===== config.mk =====
export PLATFORM = sky130hd
export DESIGN_NAME = bresenham_line_stepper_unit
export DESIGN_NICKNAME = d
export VERILOG_FILES = /design/src/rtl/bls_pkg.sv /design/src/rtl/bls_setup.sv /design/src/rtl/bresenham_line_stepper_unit.sv
export SDC_FILE = /design/constraint.sdc
export NUM_CORES = 1
export LEC_CHECK = 0
export BUFFER_PORTS_ARGS = -buffer_cell sky130_fd_sc_hd__buf_2
export CORE_MARGIN = 3
export CORE_UTILIZATION = 40
export CTS_CLUSTER_SIZE = 20
export DETAILED_ROUTE_END_ITERATION = 16
export MAX_ROUTING_LAYER = met4
export PLACE_DENSITY = 0.58
export SLEW_MARGIN = 25
export SYNTH_ARGS = -nofsm -noshare
export SYNTH_HDL_FRONTEND = slang
export SYNTH_SLANG_ARGS = --single-unit

===== constraint.sdc =====
create_clock -name clk -period 4.9 [get_ports clk]
set_input_delay 0.98 -clock clk [delete_from_list [all_inputs] [get_ports clk]]
set_output_delay 0.98 -clock clk [all_outputs]
set_load 0.01 [all_outputs]

===== src/rtl/bls_pkg.sv =====
// ----------------------------------------------------------------------------
// bls_pkg
// Shared widths, command codes and item types of the Bresenham line stepper.
// ----------------------------------------------------------------------------
package bls_pkg;

    localparam int COORD_WIDTH = 11;
    localparam int ERR_WIDTH   = COORD_WIDTH + 2;

    typedef logic [COORD_WIDTH-1:0]      coord_t;
    typedef logic signed [ERR_WIDTH-1:0] err_t;

    localparam logic CMD_START = 1'b0;
    localparam logic CMD_STEP  = 1'b1;

    typedef struct packed {
        logic   command;
        coord_t x_start;
        coord_t y_start;
        coord_t x_end;
        coord_t y_end;
    } cmd_item_t;

    typedef struct packed {
        coord_t pixel_x;
        coord_t pixel_y;
        logic   last;
    } pixel_item_t;

    // Line state loaded by a start command
    typedef struct packed {
        coord_t cur_x;
        coord_t cur_y;
        coord_t major_end;
        err_t   error_term;
        err_t   straight_add;
        err_t   diagonal_add;
        logic   x_is_major;
        logic   minor_down;
        logic   single_point;
    } line_setup_t;

endpackage


===== src/rtl/bls_setup.sv =====
// ----------------------------------------------------------------------------
// bls_setup
// Endpoint ordering and Bresenham term setup for a start command.
// ----------------------------------------------------------------------------
module bls_setup
    import bls_pkg::*;
(
    input  cmd_item_t   cmd,
    output line_setup_t setup
);

    coord_t dx;
    coord_t dy;
    coord_t dmaj;
    coord_t dmin;
    coord_t s_maj;
    coord_t s_min;
    coord_t e_maj;
    coord_t e_min;
    logic   x_major;
    logic   a_first;
    err_t   dmaj_e;
    err_t   dmin_e;

    always_comb
    begin
        dx = (cmd.x_start > cmd.x_end) ? cmd.x_start - cmd.x_end : cmd.x_end - cmd.x_start;
        dy = (cmd.y_start > cmd.y_end) ? cmd.y_start - cmd.y_end : cmd.y_end - cmd.y_start;
        x_major = (dx >= dy);

        // order so the major coordinate rises; on a tie the second endpoint leads
        if (x_major)
        begin
            dmaj    = dx;
            dmin    = dy;
            a_first = (cmd.x_start < cmd.x_end);
        end
        else
        begin
            dmaj    = dy;
            dmin    = dx;
            a_first = (cmd.y_start < cmd.y_end);
        end

        if (x_major)
        begin
            s_maj = a_first ? cmd.x_start : cmd.x_end;
            s_min = a_first ? cmd.y_start : cmd.y_end;
            e_maj = a_first ? cmd.x_end   : cmd.x_start;
            e_min = a_first ? cmd.y_end   : cmd.y_start;
        end
        else
        begin
            s_maj = a_first ? cmd.y_start : cmd.y_end;
            s_min = a_first ? cmd.x_start : cmd.x_end;
            e_maj = a_first ? cmd.y_end   : cmd.y_start;
            e_min = a_first ? cmd.x_end   : cmd.x_start;
        end

        dmaj_e = err_t'({2'b00, dmaj});
        dmin_e = err_t'({2'b00, dmin});

        setup.cur_x        = x_major ? s_maj : s_min;
        setup.cur_y        = x_major ? s_min : s_maj;
        setup.major_end    = e_maj;
        setup.error_term   = (dmin_e <<< 1) - dmaj_e;
        setup.straight_add = dmin_e <<< 1;
        setup.diagonal_add = (dmin_e - dmaj_e) <<< 1;
        setup.x_is_major   = x_major;
        setup.minor_down   = (e_min < s_min);
        setup.single_point = (dmaj == '0);
    end

endmodule


===== src/rtl/bresenham_line_stepper_unit.sv =====
// ----------------------------------------------------------------------------
// bresenham_line_stepper_unit
// Integer Bresenham line rasterizer for all octants, at most one pixel per command.
// ----------------------------------------------------------------------------
// A start command loads two endpoints and returns the first pixel; each step
// command returns the next pixel, with last set on the far endpoint. A step
// while no line is running returns nothing. The line state updates in the accepting
// cycle (one error add and one endpoint compare) and the pixel lands in an output
// register, so a new command is taken every cycle as long as the output register
// is empty or being drained. The pixel is valid in the cycle after acceptance.
module bresenham_line_stepper_unit
    import bls_pkg::*;
(
    input  logic        clk,
    input  logic        rst_n,
    input  logic        cmd_valid,
    output logic        cmd_ready,
    input  cmd_item_t   cmd,
    output logic        pixel_valid,
    input  logic        pixel_ready,
    output pixel_item_t pixel
);

    coord_t      cur_x_reg, cur_x_next;
    coord_t      cur_y_reg, cur_y_next;
    coord_t      major_end_reg, major_end_next;
    err_t        error_term_reg, error_term_next;
    err_t        straight_add_reg, straight_add_next;
    err_t        diagonal_add_reg, diagonal_add_next;
    logic        x_is_major_reg, x_is_major_next;
    logic        minor_down_reg, minor_down_next;
    logic        active_reg, active_next;
    logic        out_valid_reg, out_valid_next;
    pixel_item_t pixel_reg, pixel_next;

    line_setup_t setup;
    logic        accept;
    coord_t      maj;
    coord_t      mnr;
    coord_t      maj_step;
    coord_t      mnr_step;
    err_t        err_step;
    logic        fin;

    bls_setup u_setup (
        .cmd   (cmd),
        .setup (setup)
    );

    assign cmd_ready   = !out_valid_reg || pixel_ready;
    assign accept      = cmd_valid && cmd_ready;
    assign pixel_valid = out_valid_reg;
    assign pixel       = pixel_reg;

    // One Bresenham step from the held line state
    always_comb
    begin
        maj = x_is_major_reg ? cur_x_reg : cur_y_reg;
        mnr = x_is_major_reg ? cur_y_reg : cur_x_reg;
        maj_step = maj + coord_t'(1);
        if (error_term_reg[ERR_WIDTH-1])
        begin
            mnr_step = mnr;
            err_step = error_term_reg + straight_add_reg;
        end
        else
        begin
            mnr_step = minor_down_reg ? mnr - coord_t'(1) : mnr + coord_t'(1);
            err_step = error_term_reg + diagonal_add_reg;
        end
        fin = (maj_step == major_end_reg);
    end

    always_comb
    begin
        cur_x_next        = cur_x_reg;
        cur_y_next        = cur_y_reg;
        major_end_next    = major_end_reg;
        error_term_next   = error_term_reg;
        straight_add_next = straight_add_reg;
        diagonal_add_next = diagonal_add_reg;
        x_is_major_next   = x_is_major_reg;
        minor_down_next   = minor_down_reg;
        active_next       = active_reg;
        pixel_next        = pixel_reg;
        out_valid_next    = out_valid_reg && !pixel_ready;

        if (accept)
        begin
            case (cmd.command)
                CMD_START:
                begin
                    cur_x_next        = setup.cur_x;
                    cur_y_next        = setup.cur_y;
                    major_end_next    = setup.major_end;
                    error_term_next   = setup.error_term;
                    straight_add_next = setup.straight_add;
                    diagonal_add_next = setup.diagonal_add;
                    x_is_major_next   = setup.x_is_major;
                    minor_down_next   = setup.minor_down;
                    active_next       = !setup.single_point;
                    pixel_next.pixel_x = setup.cur_x;
                    pixel_next.pixel_y = setup.cur_y;
                    pixel_next.last    = setup.single_point;
                    out_valid_next     = 1'b1;
                end
                CMD_STEP:
                begin
                    // drop a step while idle
                    if (active_reg)
                    begin
                        cur_x_next      = x_is_major_reg ? maj_step : mnr_step;
                        cur_y_next      = x_is_major_reg ? mnr_step : maj_step;
                        error_term_next = err_step;
                        active_next     = !fin;
                        pixel_next.pixel_x = x_is_major_reg ? maj_step : mnr_step;
                        pixel_next.pixel_y = x_is_major_reg ? mnr_step : maj_step;
                        pixel_next.last    = fin;
                        out_valid_next     = 1'b1;
                    end
                end
                default:
                begin
                    out_valid_next = out_valid_reg && !pixel_ready;
                end
            endcase
        end
    end

    always_ff @(posedge clk or negedge rst_n)
    begin
        if (!rst_n)
        begin
            cur_x_reg        <= '0;
            cur_y_reg        <= '0;
            major_end_reg    <= '0;
            error_term_reg   <= '0;
            straight_add_reg <= '0;
            diagonal_add_reg <= '0;
            x_is_major_reg   <= 1'b1;
            minor_down_reg   <= 1'b0;
            active_reg       <= 1'b0;
            out_valid_reg    <= 1'b0;
        end
        else
        begin
            cur_x_reg        <= cur_x_next;
            cur_y_reg        <= cur_y_next;
            major_end_reg    <= major_end_next;
            error_term_reg   <= error_term_next;
            straight_add_reg <= straight_add_next;
            diagonal_add_reg <= diagonal_add_next;
            x_is_major_reg   <= x_is_major_next;
            minor_down_reg   <= minor_down_next;
            active_reg       <= active_next;
            out_valid_reg    <= out_valid_next;
        end
    end

    always_ff @(posedge clk)
    begin
        pixel_reg <= pixel_next;
    end

endmodule

# --- Yosys cells after proc, flatten, opt, wreduce, memory -nomap -nowiden ---
# Cells that the tools add are included.
classes:
  n_addsub: 11
  magnitude_cmp: 6
  eq_ne: 2
  mux: 35
  bitwise_logic: 1
  n_reduce_logical: 10
op_table:
  columns: ["operator", "n"]
  rows:
  - ["$mux W11", 22]
  - ["$pmux W23 S2", 1]
  - ["$pmux W11 S2", 2]
  - ["$sub A11 B11 Y11", 4]
  - ["$lt A11 B11 Y1", 3]
  - ["$add A13 B13 Y13", 2]
  - ["$mux W13", 2]
  - ["$pmux W13 S2", 1]
  - ["$mux W23", 1]
  - ["$add A11 B1 Y11 const B", 2]
  - ["$gt A11 B11 Y1", 2]
  - ["$sub A12 B11 Y13", 1]
  - ["$sub A11 B11 Y12", 1]
  - ["$eq A11 B11 Y1", 1]
  - ["$ge A11 B11 Y1", 1]
  - ["$logic_not A11 Y1", 1]
  - ["$sub A11 B1 Y11 const B", 1]
  - ["$logic_not A1 Y1", 4]
  - ["$mux W1", 4]
  - ["$pmux W1 S2", 2]
  - ["$reduce_and A2 Y1", 2]
  - ["$logic_and A1 B1 Y1", 2]
  - ["$ne A2 B1 Y1 const B", 1]
  - ["$logic_or A1 B1 Y1", 1]
  - ["$not A1 Y1", 1]
word_totals:
  register_bits: 96
  input_bits: 49

# --- Longest topological paths before layout ---
logic_depth:
  ltp_word: 8
  depth_mapped: 38
  depth_no_buf: 34

# --- Modules after synthesis ---
# From an unflattened synthesis, not the netlist that was laid out.
unflattened:
  hier_cells: 1367
  area_unflattened_um2: 11148.2
by_module_without_submodules:
  columns: ["mod", "n_inst", "cells_per_inst", "area_each_um2", "seq_area_each_um2"]
  rows:
  - ["bresenham_line_stepper_unit", 1, 691, 6465.0, 2593.7]
  - ["bls_setup", 1, 676, 4683.2, 0.0]

# --- Worst setup path after synthesis ---
# No wires, ideal clock.
synth_timing:
  kind: "input -> register"
  startpoint: "in cmd[33] (netlist name)"
  endpoint: "reg error_term_reg[9]"
  setup_time_ns: 0.077
  t_arrival_ns: 7.716
  slack_ns: -2.893
  path_stages: 33
  path_buffers: 5
  path_cell_list: "inv_1 > ha_1 > inv_1 > fa_1 > a21o_1 > a21oi_1 > o21ai_0 > a2111oi_0 > o311ai_2 > xor2_1 > ha_1 > and4_4 > and4_4 > o31ai_4 > and3_1 > clkbuf_1 > clkbuf_1 > buf_2 > buf_1 > buf_2 > nand2_1 > o21ai_0 > inv_1 > ha_1 > nand2_1 > a21oi_1 > a311o_1 > a41oi_1 > a211o_1 > a221o_1 > a21boi_1 > mux2_1 > o21ai_1"
synth_rtl:
  columns: ["item", "line_no", "text"]
  rows:
  - ["start, declared", "bresenham_line_stepper_unit.sv:18", "input cmd_item_t cmd,"]
  - ["end signal, assigned", "bresenham_line_stepper_unit.sv:150", "error_term_reg <= error_term_next;"]
  - ["end, declared", "bresenham_line_stepper_unit.sv:27", "err_t error_term_reg, error_term_next;"]

==> qor.csv <==
stage,metric,value,unit
status,status,"complete, but fails checks",
status,failing checks,setup timing,
clocking,H-Tree Depth,3,
clocking,Root Driver,clkbuf_16,
synthesis,Synth Area per Inst,7.65,um^2
timing,setup ws final,-1.66,ns
finish,max reg flops,23,
power,Pleak,8.11,nW
finish,antenna fix cells,0,
worst_setup_path,slowest CP cell,a221o_1,
timing,# setup viols final,85,
synthesis,most frequent cells after synthesis,"198 x nand2_1, 141 x a21oi_1, 127 x nor2_1",
synthesis,"FFs w/ async S/R, synth",0.758,
synthesis,#FFs+latches synth,95,
synthesis,Netlist cell types,91,
drt,Routed WL,42.6,mm
place,Cells after DPL,2077,
floorplan,initial core utilization,0.413,
timing,worst clock skew,0.00876,ns
synthesis,sequential fraction of the synthesis area,0.236,
synthesis,Synth Instances,1381,
clocking,CTS Buffer Depth,2,
timing,final hold vios,0,
synthesis,Yosys top cell area share,0.168,
finish,share of layout cells above drive strength 1,0.493,
place,placed wire-length estimate,29.5,mm
synthesis,Mapped Area,10600,um^2
global_routing,grt ovf,0,
clocking,total CTS buffers,9,
synthesis,Post-synth EDFFs,23,
global_routing,largest net degree at the start of global routing,73,
worst_setup_path,CP Launch Type,input pin,
synthesis,most numerous cell in the Yosys netlist,nand2_1,
place,port buffer count,73,
drt,initial drt markers,764,
power,PwrDens,666,nW/um^2
clocking,clock latency on the worst-skew pair,0.35,ns
timing,Slew Limit Fails,0,
finish,Area Growth Syn to Fin,68.8,%
power,IR Drop Worst-Case VDD,362,uV
clocking,"Clk pin slew, worst setup/hold paths",0.06,ns
timing,final period utilization,1.34,
power,total power,11.9,mW
job,MaxCap Viol Count,0,
drt,first drt pass iteration count,5,
worst_setup_path,max incr delay on CP,0.40,ns
drt,routed via count,12413,
timing,worst-margin pin slew,0.808,ns
finish,fin cells,2225,
timing,minimum clock period,6.56,ns
finish,NumNets Final,2036,
timing,normalized max-slew margin,0.459,
worst_setup_path,Required @ worst endpoint,5.17,ns
drt,wire per inst,19.1,um
clocking,CTS tree,done,
global_routing,initial antenna violation count,0,
timing,FMAX,152,MHz
global_routing,GRT Total Usage,0.284,
worst_setup_path,CP endpoint kind,flop,
synthesis,Synth area leaders,"dfrtp_1 17%, ha_1 11%, nand2_1 7.0%",
drt,Remaining DRCs,0,
global_routing,vias in the first global route,11951,
drt,antenna violation net count after detailed routing,0,
hold_path,worst hold path type,flop to flop,
floorplan,Core Box Area,25500,um^2
place,Placement Setup Slack,-2.12,ns
worst_setup_path,worst-path fanout max,5,
synthesis,syn nets,1527,
floorplan,height of the die,168,um
timing,Hold Worst Slack,0.473,ns
synthesis,"area leader, netlist",dfrtp_1,
floorplan,Die X,168,um
synthesis,Synth Flop Type,dfrtp_1,
worst_setup_path,Worst Path Arrival,6.82,ns
global_routing,first-pass GRT wire length,63.6,mm
floorplan,Die Area,28400,um^2
worst_setup_path,Most common cell on crit path,nand2_2,
drt,DR vias/cell,5.58,
place,routability congestion estimate,0.997,
worst_setup_path,WS Path Type,input pin to flop,
synthesis,"Warnings, synthesis",0,
floorplan,Rows,58,
floorplan,IO Count,74,
clocking,Sink Count,95,
timing,RSZ-0062 raised after global routing,true,
layer usage:
metal  routed length, um  vias to the layer above  track usage
li1                    -                     5940            -
met1               18800                     5966        0.392
met2               20300                      406        0.460
met3                2100                      101       0.0166
met4                1440                        0       0.0722
met5                   0                        -            -
cell families (layout without fill, tap and decap cells):
| family | after synthesis | in the layout | share of synthesized area |
|---|---|---|---|
| buffers and inverters | 166 | 680 | 0.0622 |
| XOR/XNOR | 57 | 57 | 0.0473 |
| flip-flops | 95 | 95 | 0.236 |
| adder cells (fa/ha/maj) | 100 | 100 | 0.123 |
| multiplexers | 63 | 63 | 0.0639 |
| AND/OR/NAND/NOR | 482 | 482 | 0.212 |
| AO/OA/AOI/OAI | 418 | 418 | 0.256 |
what timing repair did:
| item | in CTS | in global routing |
|---|---|---|
| gates cloned | 4 | 3 |
| hold buffers | 0 | 0 |
| pin swaps | 103 | 133 |
| endpoints found under the hold margin | 0 | 0 |
| gates resized for setup | 254 | 247 |
| endpoints found under the setup margin | 87 | 91 |
| setup buffers | 126 | 71 |
worst max-delay path, delay by kind of cell:
family	cells	cell delay, ns
and+or+nand+nor	6	0.65
muxes	1	0.31
AOI/OAI and AO/OA	15	2.99
xor gates and xnor gates	1	0.20
buffers and inverters	8	0.91
adders and majority gates	3	0.77
stage by stage:
stage / util / TNS [ns] / cell area (um^2)
final: 0.698 / -59.12 / 17800
after detailed placement: 0.558 / -106.50 / 14300
after CTS: 0.647 / -51.12 / 16500
after floorplan: - / -47.91 / 11200
after global routing: 0.698 / -70.15 / 17800
after global placement: 0.558 / -99.65 / 14300
path summary, 6_finish.rpt:
path	end	depth (start not counted)	from	slack [ns]
max	error_term_reg[9]	34	cmd[13]	-1.66
min	straight_add_reg[4]	2	straight_add_reg[4]	0.47
max reg2reg	cur_y_reg[10]	14	x_is_major_reg	0.80
min reg2reg	straight_add_reg[4]	2	straight_add_reg[4]	0.47
max in group asynchronous	error_term_reg[4]	1	rst_n	3.76
min in group asynchronous	cur_y_reg[4]	1	rst_n	0.64
layout make-up:
| cell class | instances | area [um^2] |
|---|---|---|
| multi-input combinational | 1120 | 9420 |
| fill | 1919 | 7710 |
| timing repair buffer | 574 | 4820 |
| sequential | 95 | 2490 |
| tap | 330 | 413 |
| inverter | 90 | 368 |
| clock buffer | 10 | 229 |
| clock inverter | 6 | 85.1 |
report_power, final:
group          switching (mW)  leakage (nW)  internal, mW
logic                    4.83          6.86          4.80
clock network           0.317         0.151         0.447
registers               0.287          1.10          1.19
total                    5.44          8.11          6.44
cells in the final DEF, fill, tap and decap left out, drive strengths merged, types with 21 or more instances in the layout:
master / netlist / layout
mux2i: 28 / 28
nand3: 27 / 27
mux2: 35 / 35
nor3: 32 / 32
dfrtp: 71 / 71
xnor2: 41 / 41
nor2: 128 / 128
a21o: 21 / 21
edfxtp: 23 / 23
ha: 90 / 90
buf: 31 / 569
inv: 90 / 91
nand2: 198 / 198
nor2b: 22 / 22
a21oi: 141 / 141
o21ai: 106 / 106
No activity file was read; power rests on OpenSTA's default activity.
